==> src/sv/kfmt_pkg.sv <==
// Shared types for the key frequency max tracker.
// Holds the sequencer state encoding and the command opcodes.
// No dependencies.
package kfmt_pkg;

    typedef enum logic [2:0] {
        ST_IDLE   = 3'b001,
        ST_SCAN   = 3'b010,
        ST_FINISH = 3'b100
    } state_t;

    typedef enum logic [1:0] {
        OP_INC   = 2'd0,
        OP_CHECK = 2'd1,
        OP_CLEAR = 2'd2,
        OP_NONE  = 2'd3
    } opcode_t;

endpackage

==> src/sv/key_frequency_max_tracker_top.sv <==
// Key frequency max tracker: top level with the scan sequencer and datapath.
// Depends on kfmt_pkg and instantiates kfmt_ram for the key/count table.
//
// Usage: drive opcode and key and raise start while busy is low; the command
// transfers at that edge. Opcodes: increment a key's count, check a key, or
// clear the table. Exactly one result follows each command: done is high for
// one cycle with count, is_max and status valid in that cycle.
// Increment and check scan the filled entries one per cycle through the
// single RAM read port, ending early on a hit; clear, the unused opcode and a
// command on an empty table go straight to the result. busy drops in the cycle
// done is shown, so the next command may transfer there.
// Entries fill in order from index 0; a fill count marks the live region, so
// reset and clear take effect at once with no sweep over the RAM.
// Reset (rst_n low) empties the table and zeroes the highest count.
// The receiver cannot stall: each result is taken in its strobe cycle.
module key_frequency_max_tracker_top
    import kfmt_pkg::*;
#(
    parameter int ENTRIES    = 64,
    parameter int KEY_BITS   = 32,
    parameter int COUNT_BITS = 32
) (
    input  logic                clk,
    input  logic                rst_n,
    input  logic                start,
    output logic                busy,
    input  logic [1:0]          opcode,
    input  logic [KEY_BITS-1:0] key,
    output logic                done,
    output logic [31:0]         count,
    output logic                is_max,
    output logic                status
);

    localparam int IDX_W  = $clog2(ENTRIES);
    localparam int USED_W = $clog2(ENTRIES + 1);
    localparam int ENT_W  = KEY_BITS + COUNT_BITS;

    state_t                state_reg, state_next;
    opcode_t               op_reg, op_next;
    logic [KEY_BITS-1:0]   key_reg, key_next;
    logic [USED_W-1:0]     used_reg, used_next;
    logic [COUNT_BITS-1:0] highest_reg, highest_next;
    logic [USED_W-1:0]     rd_idx_reg, rd_idx_next;
    logic                  cmp_vld_reg, cmp_vld_next;
    logic [IDX_W-1:0]      cmp_idx_reg, cmp_idx_next;
    logic                  hit_reg, hit_next;
    logic [IDX_W-1:0]      idx_reg, idx_next;
    logic [COUNT_BITS-1:0] cnt_reg, cnt_next;
    logic                  done_reg, done_next;
    logic [31:0]           count_reg, count_next;
    logic                  is_max_reg, is_max_next;
    logic                  status_reg, status_next;

    logic                  ram_we;
    logic [ENT_W-1:0]      ram_wdata;
    logic [ENT_W-1:0]      ram_rdata;
    logic [KEY_BITS-1:0]   rd_key;
    logic [COUNT_BITS-1:0] rd_cnt;
    logic                  issue;
    logic                  match;
    logic                  full;

    kfmt_ram #(
        .WIDTH (ENT_W),
        .DEPTH (ENTRIES)
    ) u_table (
        .clk   (clk),
        .we    (ram_we),
        .waddr (idx_reg),
        .wdata (ram_wdata),
        .raddr (rd_idx_reg[IDX_W-1:0]),
        .rdata (ram_rdata)
    );

    assign rd_key    = ram_rdata[ENT_W-1 -: KEY_BITS];
    assign rd_cnt    = ram_rdata[COUNT_BITS-1:0];
    assign ram_wdata = {key_reg, cnt_reg};
    assign issue     = (rd_idx_reg < used_reg);
    assign match     = cmp_vld_reg && (rd_key == key_reg);
    assign full      = (used_reg == USED_W'(ENTRIES));

    // Write back on a hit or an insert of a new key during increment.
    assign ram_we = (state_reg == ST_FINISH) && (op_reg == OP_INC) && (hit_reg || !full);

    always_comb
    begin
        state_next   = state_reg;
        op_next      = op_reg;
        key_next     = key_reg;
        used_next    = used_reg;
        highest_next = highest_reg;
        rd_idx_next  = rd_idx_reg;
        cmp_vld_next = 1'b0;
        cmp_idx_next = cmp_idx_reg;
        hit_next     = hit_reg;
        idx_next     = idx_reg;
        cnt_next     = cnt_reg;
        done_next    = 1'b0;
        count_next   = count_reg;
        is_max_next  = is_max_reg;
        status_next  = status_reg;

        unique case (state_reg)
            ST_IDLE:
            begin
                if (start)
                begin
                    op_next     = opcode_t'(opcode);
                    key_next    = key;
                    rd_idx_next = '0;
                    hit_next    = 1'b0;
                    idx_next    = used_reg[IDX_W-1:0];
                    cnt_next    = COUNT_BITS'(1);
                    if ((opcode_t'(opcode) == OP_INC || opcode_t'(opcode) == OP_CHECK)
                        && used_reg != '0)
                    begin
                        state_next = ST_SCAN;
                    end
                    else
                    begin
                        state_next = ST_FINISH;
                    end
                end
            end
            ST_SCAN:
            begin
                // Issue one read and compare the previous one each cycle.
                if (issue)
                begin
                    rd_idx_next  = rd_idx_reg + USED_W'(1);
                    cmp_vld_next = 1'b1;
                    cmp_idx_next = rd_idx_reg[IDX_W-1:0];
                end
                if (match)
                begin
                    hit_next   = 1'b1;
                    idx_next   = cmp_idx_reg;
                    state_next = ST_FINISH;
                    if (op_reg == OP_INC && rd_cnt != '1)
                    begin
                        cnt_next = rd_cnt + COUNT_BITS'(1);
                    end
                    else
                    begin
                        cnt_next = rd_cnt;
                    end
                end
                else if (!issue)
                begin
                    // Miss: insert point stays at the fill count.
                    state_next = ST_FINISH;
                end
            end
            ST_FINISH:
            begin
                state_next  = ST_IDLE;
                done_next   = 1'b1;
                count_next  = '0;
                is_max_next = 1'b0;
                status_next = 1'b0;
                case (op_reg)
                    OP_INC:
                    begin
                        if (hit_reg || !full)
                        begin
                            if (!hit_reg)
                            begin
                                used_next = used_reg + USED_W'(1);
                            end
                            if (cnt_reg > highest_reg)
                            begin
                                highest_next = cnt_reg;
                            end
                            count_next  = 32'(cnt_reg);
                            is_max_next = (cnt_reg >= highest_reg);
                        end
                        else
                        begin
                            status_next = 1'b1;
                        end
                    end
                    OP_CHECK:
                    begin
                        if (hit_reg)
                        begin
                            count_next  = 32'(cnt_reg);
                            is_max_next = (cnt_reg == highest_reg);
                        end
                    end
                    OP_CLEAR:
                    begin
                        used_next    = '0;
                        highest_next = '0;
                    end
                    default:
                    begin
                    end
                endcase
            end
            default:
            begin
                state_next = ST_IDLE;
            end
        endcase
    end

    always_ff @(posedge clk or negedge rst_n)
    begin
        if (!rst_n)
        begin
            state_reg   <= ST_IDLE;
            used_reg    <= '0;
            highest_reg <= '0;
            cmp_vld_reg <= 1'b0;
            done_reg    <= 1'b0;
        end
        else
        begin
            state_reg   <= state_next;
            used_reg    <= used_next;
            highest_reg <= highest_next;
            cmp_vld_reg <= cmp_vld_next;
            done_reg    <= done_next;
        end
    end

    always_ff @(posedge clk)
    begin
        op_reg      <= op_next;
        key_reg     <= key_next;
        rd_idx_reg  <= rd_idx_next;
        cmp_idx_reg <= cmp_idx_next;
        hit_reg     <= hit_next;
        idx_reg     <= idx_next;
        cnt_reg     <= cnt_next;
        count_reg   <= count_next;
        is_max_reg  <= is_max_next;
        status_reg  <= status_next;
    end

    assign busy   = (state_reg != ST_IDLE);
    assign done   = done_reg;
    assign count  = count_reg;
    assign is_max = is_max_reg;
    assign status = status_reg;

    a_used_bound: assert property (@(posedge clk) disable iff (!rst_n)
        used_reg <= USED_W'(ENTRIES))
        else $error("fill count beyond table depth");

    a_done_idle: assert property (@(posedge clk) disable iff (!rst_n)
        done |-> !busy)
        else $error("result strobe while sequencer busy");

    a_finish_done: assert property (@(posedge clk) disable iff (!rst_n)
        state_reg == ST_FINISH |=> done)
        else $error("finish did not produce a result");

    a_full_result: assert property (@(posedge clk) disable iff (!rst_n)
        (done && status) |-> (!is_max && count == '0))
        else $error("dropped key reported a count");

    a_cmp_live: assert property (@(posedge clk) disable iff (!rst_n)
        (state_reg == ST_SCAN && cmp_vld_reg) |-> (USED_W'(cmp_idx_reg) < used_reg))
        else $error("compare outside filled region");

endmodule

==> src/sv/kfmt_ram.sv <==
// Generic single-port-write, single-port-read RAM with registered read data.
// Standalone; no package dependency.
module kfmt_ram #(
    parameter int WIDTH = 64,
    parameter int DEPTH = 64
) (
    input  logic                     clk,
    input  logic                     we,
    input  logic [$clog2(DEPTH)-1:0] waddr,
    input  logic [WIDTH-1:0]         wdata,
    input  logic [$clog2(DEPTH)-1:0] raddr,
    output logic [WIDTH-1:0]         rdata
);

    logic [WIDTH-1:0] mem [DEPTH];
    logic [WIDTH-1:0] rdata_reg;

    always_ff @(posedge clk)
    begin
        if (we)
        begin
            mem[waddr] <= wdata;
        end
        rdata_reg <= mem[raddr];
    end

    assign rdata = rdata_reg;

endmodule

==> config.mk <==
export PLATFORM = sky130hd
export DESIGN_NAME = key_frequency_max_tracker_top
export DESIGN_NICKNAME = d
export VERILOG_FILES = /design/src/sv/kfmt_pkg.sv /design/src/sv/key_frequency_max_tracker_top.sv /design/src/sv/kfmt_ram.sv
export SDC_FILE = /design/constraint.sdc
export NUM_CORES = 2
export LEC_CHECK = 0
export BUFFER_PORTS_ARGS = -buffer_cell sky130_fd_sc_hd__buf_4
export CAP_MARGIN = 20
export CORE_ASPECT_RATIO = 1.75
export CORE_UTILIZATION = 57
export DETAILED_ROUTE_END_ITERATION = 16
export PLACE_DENSITY_LB_ADDON = 0.15
export SLEW_MARGIN = 40
export SYNTH_ARGS = -nofsm -noshare
export SYNTH_HDL_FRONTEND = slang
export SYNTH_SLANG_ARGS = --single-unit
==> constraint.sdc <==
create_clock -name clk -period 6.78 [get_ports clk]
set_input_delay 0.678 -clock clk [delete_from_list [all_inputs] [get_ports clk]]
set_output_delay 0.678 -clock clk [all_outputs]
set_load 0.005 [all_outputs]
==> metrics.log <==
[metrics] worst r2r path cells: 7
[metrics] vertical die dimension: 712 µm
[metrics] layout cells sized above 1: 30.4%
[metrics] fin crit share: 66.3%
[metrics] share of the synthesized area in the top cell type: 77.1%
[metrics] flip-flop and latch area: 129000 µm²
[metrics] Cell Rows: 260
[metrics] total number of cells along the worst setup path: 7
[metrics] area of the mapped netlist: 164000 µm²
[metrics] worst-case clock buffer depth: 4
[metrics] vias per std cell: 6.78
[metrics] element type at the critical path start: flip-flop
[metrics] Worst path top cell family by delay: simple AND/OR/NAND/NOR gates
[metrics] Detailed Route Iter0 Violations: 9439
[metrics] depth of the worst hold-timing path: 1
[metrics] most frequent cells in the layout: 4216 x sky130_fd_sc_hd__edfxtp_1, 1280 x sky130_fd_sc_hd__mux4_2, 383 x sky130_fd_sc_hd__clkbuf_16, 258 x sky130_fd_sc_hd__buf_4, 129 x sky130_fd_sc_hd__a22oi_1
[metrics] register-to-register path setup slack: 2.28 ns
[metrics] number of remaining DRC errors: 0
[metrics] peak per-stage delay on the critical path: 0.85 ns
[metrics] Filler Cells Inserted: 18300
[metrics] number of search-and-repair iterations in the first detailed-routing pass: 6
[metrics] Post-Syn Nets: 6847
[metrics] wire length per cell: 38.0 µm
[metrics] reg-to-reg critical path endpoint: u_table.mem[12][17]$_DFFE_PP_
[metrics] first-pass GRT wire length: 600 mm
[metrics] maximum achievable frequency: 222 MHz
[metrics] placeable core area: 287000 µm²
[metrics] maximum fanout along the worst path: 37
[metrics] count of buffering cells on the critical path with inverters included: 2
[metrics] Min-Delay Startpoint: opcode[0]
[metrics] Crit. End Element: flip-flop
[metrics] hold worst-path end: op_reg[0]$_DFFE_PP_
[metrics] crit-path most repeated cell: sky130_fd_sc_hd__buf_4
[metrics] Least-Margin Pin Slew: 0.900 ns
[metrics] Buffers on Ports: 72
[metrics] Final setup violation count: 0
[metrics] final-report max-slew violation count: 0
[metrics] multi-input gate area in the final layout: 34300 µm²
[metrics] Die Outline Area: 290000 µm²
[metrics] count of different cell masters after synthesis: 51
[metrics] worst-case vdd ir drop: 0.273 mV
[metrics] synth top area cells: sky130_fd_sc_hd__edfxtp_1 77%, sky130_fd_sc_hd__mux4_2 18%, sky130_fd_sc_hd__dfxtp_1 0.78%
[metrics] H-tree Lvls: 5
[metrics] max reg flops: 4096
[metrics] Total Power: 67.1 mW
[metrics] Post-synth EDFFs: 4216
[metrics] power density normalized to cell area: 363 nW/µm²
[metrics] Clk pin slew, worst setup/hold paths: 0.07 ns
[metrics] most common library cell in the layout ignoring fill and taps: sky130_fd_sc_hd__edfxtp_1
[metrics] Area after DPL: 172000 µm²
[metrics] Hold WC Path Type: in -> reg
[metrics] Remaining Overflow, GRT: 0
[metrics] post-synthesis cell count: 6768
[metrics] Main synth FF type: sky130_fd_sc_hd__edfxtp_1
[metrics] Synth warnings: 0
[metrics] count of state elements after synthesis: 4324
[metrics] Worst path slowest cell: sky130_fd_sc_hd__nor2_4
[metrics] synthesis-to-layout area growth: 12.4%
[metrics] I/O pins: 73
[metrics] GRT Overall Usage: 29.8%
[metrics] initial antenna violation count: 10
[metrics] max-cap viol count: 0
[metrics] final hold vios: 0
[metrics] overall die width: 408 µm
[metrics] post-layout min period: 4.50 ns
[metrics] number of global-route vias before repair: 77700
[metrics] CTS tree: done
[metrics] final HPWL from detailed placement: 253 mm
[metrics] data required time of the worst path: 7.30 ns
[metrics] status: finished, final reports clean
[metrics] critical path arrival: 5.01 ns
[metrics] origin of the critical flop-to-flop path: state_reg[1]$_DFFE_PN0P_
[metrics] Clock Root Buffer: sky130_fd_sc_hd__clkbuf_16
[metrics] TritonCTS Sinks: 4324
[metrics] Worst-Skew Late Latency: 0.93 ns
[metrics] antenna-violating nets left: 0
[metrics] share of the yosys chip area belonging to registers: 78.5%
[metrics] static leakage power: 57.2 nW
[metrics] Avg Cell Area, Syn: 24.3 µm²
[metrics] critical-path cell list: nor3b_2, buf_4, and3_1, nor2b_1, nand2_1, nor2_4, buf_4
[metrics] post-layout net count: 7265
[metrics] unrepaired setup endpoints after global routing: no
[metrics] routed via count: 76700
[metrics] Slew headroom: 40.0%
[metrics] cell taking the most area after synthesis: sky130_fd_sc_hd__edfxtp_1
[metrics] total wirelength of the detailed-routed design: 429 mm
[metrics] GPL Wtd Cong: 0.862
[metrics] post-route cell area: 185000 µm²
[metrics] clock buffers created by TritonCTS: 374
[metrics] starting density of the core: 57.3%
[metrics] setup skew after layout: 0.0588 ns
[metrics] maximum number of pins on one net before global-route repair: 98
[metrics] kind of critical path: reg -> reg
[metrics] Post-synth ARST share: 1.02%
-- worst reg2reg max path: cells and delay by family, from the launching register on --
family	cells	cell delay, ns
simple gates	5	2.46
buf+inv	2	1.09
flops	1	0.44
-- logic make-up after synthesis --
| group | share of synthesized area, % |
|---|---|
| AOI/OAI and AO/OA | 1.03 |
| xor gates and xnor gates | 0.378 |
| adders and majority gates | 0.320 |
| buffers and inverters | 1.02 |
| DFF | 78.5 |
| muxes | 17.6 |
| and+or+nand+nor | 1.19 |
-- area by class of cell --
cell class / instances / share of cell area [%]
tap: 3799 / 2.57
inverter: 49 / 0.0996
multi-input combinational: 2045 / 18.5
clock inverter: 217 / 1.22
antenna: 4 / 0.00542
clock buffer: 473 / 5.45
sequential: 4324 / 69.8
timing repair buffer: 392 / 2.29
-- stage by stage --
stage | hold slack (ns) | util (%) | TNS [ns] | std cells | setup slack (ns)
final | 0.0978 | 64.5 | 0 | 11300 | 2.28
after global routing | 0.0507 | 64.5 | 0 | 11300 | 2.14
after CTS | 0.0108 | 64.4 | 0 | 11300 | 2.26
after detailed placement | 0.494 | 60.0 | 0 | 10600 | 2.30
after global placement | 0.488 | 59.7 | 0 | 10500 | 1.81
after floorplan | 0.382 | - | -1390.93 | 6768 | -0.437
-- metal layers --
layer,vias to the layer above,track usage [%],routed length (µm)
met5,-,0,0
met4,0,14.8,25500
met3,865,4.35,32400
met2,3910,51.6,225000
met1,41900,36.9,147000
li1,30000,-,-
-- cell usage after synthesis, types with 2 or more instances --
library cell                   n
sky130_fd_sc_hd__nand4_1      25
sky130_fd_sc_hd__and4_1        5
sky130_fd_sc_hd__a31oi_1       5
sky130_fd_sc_hd__a21oi_1      22
sky130_fd_sc_hd__a211oi_1      2
sky130_fd_sc_hd__nor2b_1       6
sky130_fd_sc_hd__a22oi_1     129
sky130_fd_sc_hd__inv_1        48
sky130_fd_sc_hd__and3_1        6
sky130_fd_sc_hd__clkbuf_1    197
sky130_fd_sc_hd__dfrtp_1      43
sky130_fd_sc_hd__nor3_1       32
sky130_fd_sc_hd__mux2i_1       2
sky130_fd_sc_hd__a2111oi_0     2
sky130_fd_sc_hd__a22o_1       14
sky130_fd_sc_hd__dfxtp_1      64
sky130_fd_sc_hd__a21o_1        3
sky130_fd_sc_hd__buf_2       114
sky130_fd_sc_hd__buf_6         5
sky130_fd_sc_hd__and2_1       37
sky130_fd_sc_hd__o21ai_0      33
sky130_fd_sc_hd__nor4_1       14
sky130_fd_sc_hd__mux4_2     1280
sky130_fd_sc_hd__nand2b_1      2
sky130_fd_sc_hd__nand3b_1      3
sky130_fd_sc_hd__buf_1        34
sky130_fd_sc_hd__edfxtp_1   4216
sky130_fd_sc_hd__nor2_1      124
sky130_fd_sc_hd__or3_1         3
sky130_fd_sc_hd__a41oi_1      19
sky130_fd_sc_hd__or3b_2        2
sky130_fd_sc_hd__nand2_1     109
sky130_fd_sc_hd__xor2_1       16
sky130_fd_sc_hd__nand3_1      39
sky130_fd_sc_hd__nor3b_1       2
sky130_fd_sc_hd__ha_1         42
sky130_fd_sc_hd__xnor2_1      55
-- report_power, final --
part | switching, mW | total, mW | leakage (nW) | internal [mW]
Clock | 9.56 | 21.8 | 6.01 | 12.2
Sequential | 0.606 | 32.2 | 39.1 | 31.6
Combinational | 7.93 | 13.1 | 12.1 | 5.18
Total | 18.1 | 67.1 | 57.2 | 49.0
-- worst max path at each step --
stage | startpoint | endpoint | slack, ns
floorplan | state_reg[1]$_DFFE_PN0P_ | u_table.mem[62][0]$_DFFE_PP_ | -0.44
global placement | key_reg[29]$_DFFE_PP_ | cnt_reg[4]$_SDFFCE_PN0P_ | 1.81
detailed placement | state_reg[1]$_DFFE_PN0P_ | u_table.mem[31][63]$_DFFE_PP_ | 2.30
CTS | state_reg[1]$_DFFE_PN0P_ | u_table.mem[12][17]$_DFFE_PP_ | 2.26
global route | state_reg[1]$_DFFE_PN0P_ | u_table.mem[12][17]$_DFFE_PP_ | 2.14
finish | state_reg[1]$_DFFE_PN0P_ | u_table.mem[12][17]$_DFFE_PP_ | 2.28
-- timing repair --
item | in CTS | in global routing
hold buffers | 33 | 0
resized for setup | 0 | 0
setup buffers | 0 | 0
hold endpoints to repair | 75 | 0
Note: power is estimated with default switching activity, not from simulation.
